File: config.mk
export PLATFORM = sky130hd
export DESIGN_NAME = sorted_unique_set_core_flat
export DESIGN_NICKNAME = d
export VERILOG_FILES = /design/src/rtl/core/sus_pkg.sv /design/src/rtl/core/sus_req_if.sv /design/src/rtl/core/sus_rsp_if.sv /design/src/rtl/core/sus_cell.sv /design/src/rtl/core/sorted_unique_set_core.sv /design/src/flat_wrapper.sv
export SDC_FILE = /design/constraint.sdc
export NUM_CORES = 2
export LEC_CHECK = 0
export BUFFER_PORTS_ARGS = -buffer_cell sky130_fd_sc_hd__buf_4
export CORE_ASPECT_RATIO = 1.5
export CORE_MARGIN = 8
export CORE_UTILIZATION = 40
export CTS_CLUSTER_DIAMETER = 30
export CTS_CLUSTER_SIZE = 24
export DETAILED_ROUTE_END_ITERATION = 12
export PLACE_DENSITY = 0.66
export SLEW_MARGIN = 40
export SYNTH_ARGS = -nofsm -noshare
export SYNTH_HDL_FRONTEND = slang
export SYNTH_SLANG_ARGS = --single-unit
File: constraint.sdc
create_clock -name i_clk -period 13 [get_ports i_clk]
set_input_delay 2.6 -clock i_clk [delete_from_list [all_inputs] [get_ports i_clk]]
set_output_delay 2.6 -clock i_clk [all_outputs]
set_load 0.01 [all_outputs]
File: src/rtl/core/sus_pkg.sv
// sus_pkg: shared types, sizes and status codes for the sorted unique set
// no dependencies; used by the interfaces, the cell and the top level
package sus_pkg;

    // number of entries in the store
    localparam int CAPACITY = 32;
    localparam int IDX_W    = $clog2(CAPACITY);
    localparam int CNT_W    = $clog2(CAPACITY + 1);

    typedef logic signed [31:0] t_value;
    typedef logic [IDX_W-1:0]   t_idx;
    typedef logic [CNT_W-1:0]   t_cnt;

    // field types of the channels
    typedef logic       t_req_type;
    typedef logic [2:0] t_status;
    typedef logic [4:0] t_position;
    typedef logic [5:0] t_count;

    localparam t_req_type REQ_INSERT = 1'b0;
    localparam t_req_type REQ_DELETE = 1'b1;

    localparam t_status ST_INSERTED = 3'd0;
    localparam t_status ST_PRESENT  = 3'd1;
    localparam t_status ST_REMOVED  = 3'd2;
    localparam t_status ST_ABSENT   = 3'd3;
    localparam t_status ST_FULL     = 3'd4;

    // per-cycle command broadcast to every cell
    typedef struct packed {
        logic ins;
        logic del;
    } t_cell_ctl;

endpackage

File: src/rtl/core/sus_req_if.sv
// sus_req_if: request channel (valid/ready, request type and value)
// depends on sus_pkg
interface sus_req_if;
    logic               valid;
    logic               ready;
    sus_pkg::t_req_type req_type;
    sus_pkg::t_value    value;

    modport source (output valid, output req_type, output value, input ready);
    modport sink   (input valid, input req_type, input value, output ready);
endinterface

File: src/rtl/core/sus_rsp_if.sv
// sus_rsp_if: response channel (valid/ready, status, position and count)
// depends on sus_pkg
interface sus_rsp_if;
    logic               valid;
    logic               ready;
    sus_pkg::t_status   status;
    sus_pkg::t_position position;
    sus_pkg::t_count    count;

    modport source (output valid, output status, output position, output count, input ready);
    modport sink   (input valid, input status, input position, input count, output ready);
endinterface

File: src/rtl/core/sus_cell.sv
// sus_cell: one slot of the sorted store, compares against the request and shifts
// depends on sus_pkg
module sus_cell (
    input  logic               i_clk,
    input  logic               i_occ,
    input  sus_pkg::t_value    i_value,
    input  sus_pkg::t_cell_ctl i_ctl,
    input  logic               i_left_lt,
    input  sus_pkg::t_value    i_left_val,
    input  sus_pkg::t_value    i_right_val,
    output logic               o_lt,
    output logic               o_eq,
    output sus_pkg::t_value    o_val
);

    sus_pkg::t_value r_val;
    sus_pkg::t_value n_val;

    assign o_lt  = i_occ && (r_val < i_value);
    assign o_eq  = i_occ && (r_val == i_value);
    assign o_val = r_val;

    // smaller entries stay put, the rest move one slot
    always_comb begin
        n_val = r_val;
        if (i_ctl.ins && !o_lt) begin
            n_val = i_left_lt ? i_value : i_left_val;
        end else if (i_ctl.del && !o_lt) begin
            n_val = i_right_val;
        end
    end

    always_ff @(posedge i_clk) begin
        r_val <= n_val;
    end

endmodule

File: src/rtl/core/sorted_unique_set_core.sv
// sorted_unique_set_core: sorted set of distinct signed values in a row of cells
// depends on sus_pkg, sus_req_if, sus_rsp_if and sus_cell
//
//  channel  dir  fields                      transfer when
//  i_req    in   req_type, value             i_req.valid && i_req.ready
//  o_rsp    out  status, position, count     o_rsp.valid && o_rsp.ready
//
// a request is registered in S_IDLE on transfer; in S_EXEC it is compared in
// all cells at once, the row is shifted and the result register is loaded.
// S_EXEC waits while an earlier result is still held.
// reset (i_rst_n low at a clock edge) empties the set; cell contents are not
// cleared, occupancy follows from the stored count.
module sorted_unique_set_core (
    input  logic           i_clk,
    input  logic           i_rst_n,
    sus_req_if.sink        i_req,
    sus_rsp_if.source      o_rsp
);

    typedef enum logic [1:0] {
        S_IDLE = 2'b01,
        S_EXEC = 2'b10
    } t_state;

    t_state r_state;
    t_state n_state;

    // registered request
    sus_pkg::t_req_type r_req_type;
    sus_pkg::t_value    r_value;

    // number of stored values
    sus_pkg::t_cnt r_count;
    sus_pkg::t_cnt n_count;

    // result register
    logic               r_out_valid;
    sus_pkg::t_status   r_status;
    sus_pkg::t_position r_position;
    sus_pkg::t_count    r_out_count;
    sus_pkg::t_status   n_status;
    sus_pkg::t_position n_position;

    // row of cells
    logic [sus_pkg::CAPACITY-1:0]    occ;
    logic [sus_pkg::CAPACITY-1:0]    lt;
    logic [sus_pkg::CAPACITY-1:0]    eq;
    logic [sus_pkg::CAPACITY-1:0]    left_lt;
    logic [sus_pkg::CAPACITY-1:0]    bnd;
    sus_pkg::t_value                 cell_val [sus_pkg::CAPACITY];
    sus_pkg::t_cell_ctl              ctl;

    logic          fire;
    logic          hit;
    logic          full;
    logic          do_ins;
    logic          do_del;
    sus_pkg::t_idx idx;

    // one request at a time; the result register frees the request side
    assign i_req.ready = (r_state == S_IDLE);
    assign fire        = (r_state == S_EXEC) && (!r_out_valid || o_rsp.ready);

    assign hit    = |eq;
    assign full   = (r_count == sus_pkg::t_cnt'(sus_pkg::CAPACITY));
    assign do_ins = fire && (r_req_type == sus_pkg::REQ_INSERT) && !hit && !full;
    assign do_del = fire && (r_req_type == sus_pkg::REQ_DELETE) && hit;

    assign ctl.ins = do_ins;
    assign ctl.del = do_del;

    genvar g;
    generate
        for (g = 0; g < sus_pkg::CAPACITY; g++) begin : g_cell
            // slots below the count hold values
            assign occ[g] = (sus_pkg::t_cnt'(g) < r_count);

            // a virtual smaller neighbour sits left of the first slot
            if (g == 0) begin : g_first
                assign left_lt[g] = 1'b1;
            end else begin : g_rest
                assign left_lt[g] = lt[g-1];
            end

            // first slot that is not below the request value
            assign bnd[g] = left_lt[g] && !lt[g];

            sus_cell u_cell (
                .i_clk       (i_clk),
                .i_occ       (occ[g]),
                .i_value     (r_value),
                .i_ctl       (ctl),
                .i_left_lt   (left_lt[g]),
                .i_left_val  ((g == 0) ? r_value : cell_val[(g == 0) ? 0 : g-1]),
                .i_right_val ((g == sus_pkg::CAPACITY-1) ? r_value
                              : cell_val[(g == sus_pkg::CAPACITY-1) ? g : g+1]),
                .o_lt        (lt[g]),
                .o_eq        (eq[g]),
                .o_val       (cell_val[g])
            );
        end
    endgenerate

    // boundary is one-hot or empty, so an or of indexes encodes it
    always_comb begin
        idx = '0;
        for (int i = 0; i < sus_pkg::CAPACITY; i++) begin
            if (bnd[i]) begin
                idx = idx | sus_pkg::t_idx'(i);
            end
        end
    end

    // status, position and new count
    always_comb begin
        n_count    = r_count;
        n_position = '0;
        if (r_req_type == sus_pkg::REQ_INSERT) begin
            if (hit) begin
                n_status   = sus_pkg::ST_PRESENT;
                n_position = sus_pkg::t_position'(idx);
            end else if (full) begin
                n_status   = sus_pkg::ST_FULL;
            end else begin
                n_status   = sus_pkg::ST_INSERTED;
                n_position = sus_pkg::t_position'(idx);
                n_count    = r_count + sus_pkg::t_cnt'(1);
            end
        end else begin
            if (hit) begin
                n_status   = sus_pkg::ST_REMOVED;
                n_position = sus_pkg::t_position'(idx);
                n_count    = r_count - sus_pkg::t_cnt'(1);
            end else begin
                n_status   = sus_pkg::ST_ABSENT;
            end
        end
    end

    always_comb begin
        n_state = r_state;
        unique case (r_state)
            S_IDLE: begin
                if (i_req.valid) begin
                    n_state = S_EXEC;
                end
            end
            S_EXEC: begin
                if (fire) begin
                    n_state = S_IDLE;
                end
            end
            default: n_state = S_IDLE;
        endcase
    end

    // control state
    always_ff @(posedge i_clk) begin
        if (!i_rst_n) begin
            r_state     <= S_IDLE;
            r_count     <= '0;
            r_out_valid <= 1'b0;
        end else begin
            r_state <= n_state;
            if (fire) begin
                r_count     <= n_count;
                r_out_valid <= 1'b1;
            end else if (o_rsp.ready) begin
                r_out_valid <= 1'b0;
            end
        end
    end

    // payload registers
    always_ff @(posedge i_clk) begin
        if (i_req.valid && i_req.ready) begin
            r_req_type <= i_req.req_type;
            r_value    <= i_req.value;
        end
        if (fire) begin
            r_status    <= n_status;
            r_position  <= n_position;
            r_out_count <= sus_pkg::t_count'(n_count);
        end
    end

    assign o_rsp.valid    = r_out_valid;
    assign o_rsp.status   = r_status;
    assign o_rsp.position = r_position;
    assign o_rsp.count    = r_out_count;

endmodule
File: src/flat_wrapper.sv
// flat-port wrapper written by rule: the top's interface ports become plain ports
module sorted_unique_set_core_flat 
  (i_clk, i_rst_n, i_req_valid, i_req_req_type, i_req_value, i_req_ready, o_rsp_valid, o_rsp_status, o_rsp_position, o_rsp_count, o_rsp_ready);
  sus_req_if i_req_i ();
  sus_rsp_if o_rsp_i ();
  input  logic i_clk;
  input  logic i_rst_n;
  input wire logic [$bits(i_req_i.valid)-1:0] i_req_valid;
  input wire logic [$bits(i_req_i.req_type)-1:0] i_req_req_type;
  input wire logic [$bits(i_req_i.value)-1:0] i_req_value;
  output wire logic [$bits(i_req_i.ready)-1:0] i_req_ready;
  output wire logic [$bits(o_rsp_i.valid)-1:0] o_rsp_valid;
  output wire logic [$bits(o_rsp_i.status)-1:0] o_rsp_status;
  output wire logic [$bits(o_rsp_i.position)-1:0] o_rsp_position;
  output wire logic [$bits(o_rsp_i.count)-1:0] o_rsp_count;
  input wire logic [$bits(o_rsp_i.ready)-1:0] o_rsp_ready;
  assign i_req_i.valid = i_req_valid;
  assign i_req_i.req_type = i_req_req_type;
  assign i_req_i.value = i_req_value;
  assign i_req_ready = i_req_i.ready;
  assign o_rsp_valid = o_rsp_i.valid;
  assign o_rsp_status = o_rsp_i.status;
  assign o_rsp_position = o_rsp_i.position;
  assign o_rsp_count = o_rsp_i.count;
  assign o_rsp_i.ready = o_rsp_ready;
  sorted_unique_set_core u_core (.i_clk(i_clk), .i_rst_n(i_rst_n), .i_req(i_req_i), .o_rsp(o_rsp_i));
endmodule
==> summary.txt <==
Outcome - completed
Worst path arrival time - 7.59 ns
Max Slew Vio Count - 0
Final ANT Viol Nets - 0
Maximum VDD drop - 0.137 mV
Multi-input logic area - 44,100 um2
Non-filler instance count after layout - 10,543
# Post-CTS Setup Buffers - 0
Sink Count - 1,080
Synthesized net count - 8,742
Share of layout cells above drive strength 1 - 0.162
GRT Resource Usage Total - 0.313
CTS tree - done
Worst Hold Slack - 0.546 ns
Placed insts - 10,079
Cell breakdown of the critical path - buf_4, inv_2, buf_4, ha_1, nand4_1, nor4_1, nand3_1, nor4_1, buf_4, a311oi_1, nand4_4, buf_12, mux2i_1, nand2b_2, buf_4, nor2_4, buf_4
TritonCTS Buffers - 231
Reg-to-Reg End - u_core.g_cell[14].u_cell.o_val[8]$_DFFE_PP_
Ys async rst share - 0
Distinct cells, synth - 84
DR WL/cell - 32.1 um
Port Buffers - 52
Synthesized area - 77,800 um2
Total global routing overflow - 0
Power per cell area - 121 nW/um2
Mapped Avg Cell Area - 10.1 um2
# setup viols final - 0
Rows - 198
Clock buffer depth - 3
DR iter-0 viols - 7,390
Die Ht - 556 um
Reg-to-reg slack, setup - 5.98 ns
Critical R2R Launch - u_core.r_value[31]$_DFFE_PP_
Post-Syn Instances - 7,676
Initial antenna violation count - 26
Leak Pwr - 34.8 nW
Synthesis-to-layout area growth - 16.0%
Vias in the first global route - 66,988
IO Count - 53
Synth Flop Type - edfxtp_1
Place WS - 5.86 ns
Hold depth - 2
Slew at the pin with the worst max-slew slack - 0.989 ns
Overall die width - 376 um
Via density per instance - 6.39
Post-detail-place hpwl - 242 mm
Worst-path fanout max - 34
Worst hold path class - reg2reg
CP Class - reg2reg
Max_cap viols - 0
Core Area - 194,000 um2
FILL cells - 18,025
Final WS setup - 5.98 ns
Via count of the routed design - 67,369
EDFF count, synth - 1,071
Seq/Total Area, Yosys - 0.416
Worst Skew - 0.0383 ns
Register bit total from synthesis - 1,080
Hold_buf cts - 0
Hold Startpoint - u_core.r_state[1]$_SDFFE_PN0P_
Clock Tree Root - clkbuf_16
Post-Route WL - 338 mm
CP Launch Type - register
Min-Delay Endpoint - u_core.o_rsp.valid$_SDFFE_PN0P_
Gpl congestion - 1.07
Global-route wire length before repair - 476 mm
Worst R2R Path Depth - 17
H-tree Lvls - 4
Worst Path Required - 13.57 ns
RSZ-0062 raised after global routing - false
Setup TNS - 0 ns
Critical path's slowest cell - nor2_4
Register area - 32,300 um2
Nets@finish - 8,787
Die area - 209,000 um2
Final period utilization - 0.540
Clock transition at path regs - 0.04 ns
Largest net degree at the start of global routing - 69
Post-CTS Resized - 0
Power consumption - 10.9 mW
Initial Utilization - 0.402
Yosys warns - 0
Highest clock rate - 142 MHz
Drt drc - 0
Most used cell along the critical path - buf_4
Worst-Skew Late Latency - 0.91 ns
Rel. slew slack - 0.334
Worst setup EP type - register
Final Hold Fails - 0
Min Tclk post-route - 7.02 ns
DR pass1 iterations - 6
Slowest stage delay, CP - 0.78 ns
power by group:
part / internal, mW / switching (mW)
Sequential: 3.84 / 0.0353
Clock: 4.00 / 2.17
Combinational: 0.281 / 0.629
Total: 8.11 / 2.83
flip-flops by register name (all words and copies together) (netlist names):
signal / count
u_core.g_cell.u_cell.o_val: 1024
u_core.o_rsp.count: 6
u_core.o_rsp.position: 5
u_core.o_rsp.status: 3
u_core.o_rsp.valid: 1
u_core.r_count: 6
u_core.r_req_type: 1
u_core.r_state: 2
u_core.r_value: 32
synth_stat cells (40+ instances only):
library cell	number	area (um2)
a21oi_1	1125	5630
edfxtp_1	1071	32200
ha_1	1029	12900
nor2_1	960	3600
nand2_1	560	2100
mux2_2	423	4760
o21ai_0	423	2120
mux2i_1	326	3260
clkbuf_1	289	1080
nand4_1	220	1380
a21o_1	149	1120
buf_2	112	561
a31oi_1	111	694
inv_1	98	368
nand3_1	93	465
mux2_1	90	1010
nor2b_1	66	413
nor3_1	40	200
worst max path at each step:
stage                                 start                                            to  slack, ns  depth (start not counted)
3_3_place_gp                    o_rsp_ready    u_core.g_cell[5].u_cell.o_val[7]$_DFFE_PP_       5.31                          9
3_5_place_dp                    o_rsp_ready   u_core.g_cell[5].u_cell.o_val[27]$_DFFE_PP_       5.86                          9
5_1_grt        u_core.r_value[31]$_DFFE_PP_   u_core.g_cell[16].u_cell.o_val[4]$_DFFE_PP_       5.83                         17
2_1_floorplan  u_core.r_value[21]$_DFFE_PP_   u_core.g_cell[30].u_cell.o_val[0]$_DFFE_PP_       6.58                         14
4_1_cts        u_core.r_value[17]$_DFFE_PP_  u_core.g_cell[22].u_cell.o_val[31]$_DFFE_PP_       6.13                         17
6_report       u_core.r_value[31]$_DFFE_PP_   u_core.g_cell[14].u_cell.o_val[8]$_DFFE_PP_       5.98                         17
critical path: cells and delay by family (launching register included):
| family | cells | cell delay, ns |
|---|---|---|
| and+or+nand+nor | 7 | 2.92 |
| buffers and inverters | 7 | 2.37 |
| adders and majority gates | 1 | 0.52 |
| DFF | 1 | 0.31 |
| muxes | 1 | 0.18 |
| AOI/OAI and AO/OA | 1 | 0.16 |
cell usage in the layout (no fill, tap or decap), types with 14 or more instances in the layout:
cell and n:
clkinv_2 35, mux2_2 422, diode_2 18, and4_1 29
clkinvlp_4 29, clkinv_4 18, nand2b_1 22, nor2b_1 56
nor4_1 18, nand2_1 559, clkinv_1 22, mux2i_1 311
ha_1 1029, o21ai_0 413, a221oi_1 14, edfxtp_1 1071
nor3_1 35, inv_2 32, nand3_1 93, a31oi_1 109
nor2_1 929, clkbuf_16 231, a21oi_1 1121, mux2_1 90
mux2i_4 15, nor2_2 23, inv_1 67, a21o_1 149
buf_4 243, nor2_4 16, bufinv_16 35, clkbuf_1 19
a211oi_1 29, a221o_1 14, o21a_1 22, inv_6 31
nand4_1 220, o211ai_1 34
cells by family after synthesis:
group	synth area share
AO/OA/AOI/OAI	0.147
XOR/XNOR	0.000450
adder cells (fa/ha/maj)	0.166
buffers and inverters	0.0299
flip-flops	0.416
multiplexers	0.116
AND/OR/NAND/NOR	0.125
layout make-up:
class,instances,area share
sequential,1080,0.358
clock buffer,255,0.0656
inverter,99,0.00412
antenna,18,0.000499
tap,2600,0.0360
multi-input combinational,6048,0.488
timing repair buffer,261,0.0233
clock inverter,182,0.0241
metal layers:
layer / global-route usage / wire [um] / vias to the layer above
met5: 0.00368 / 180 / -
met4: 0.343 / 46100 / 12
met3: 0.0735 / 27400 / 1624
met2: 0.502 / 154000 / 4070
met1: 0.319 / 110000 / 32454
li1: - / - / 29209
metrics by stage:
| stage | utilization | instance area, um2 |
|---|---|---|
| 2_1_floorplan | - | 77800 |
| 3_3_place_gp | 0.420 | 81500 |
| 3_5_place_dp | 0.423 | 81900 |
| 4_1_cts | 0.464 | 90000 |
| 5_1_grt | 0.466 | 90300 |
| 6_report | 0.466 | 90300 |
Power figures use the tool's default switching activity.
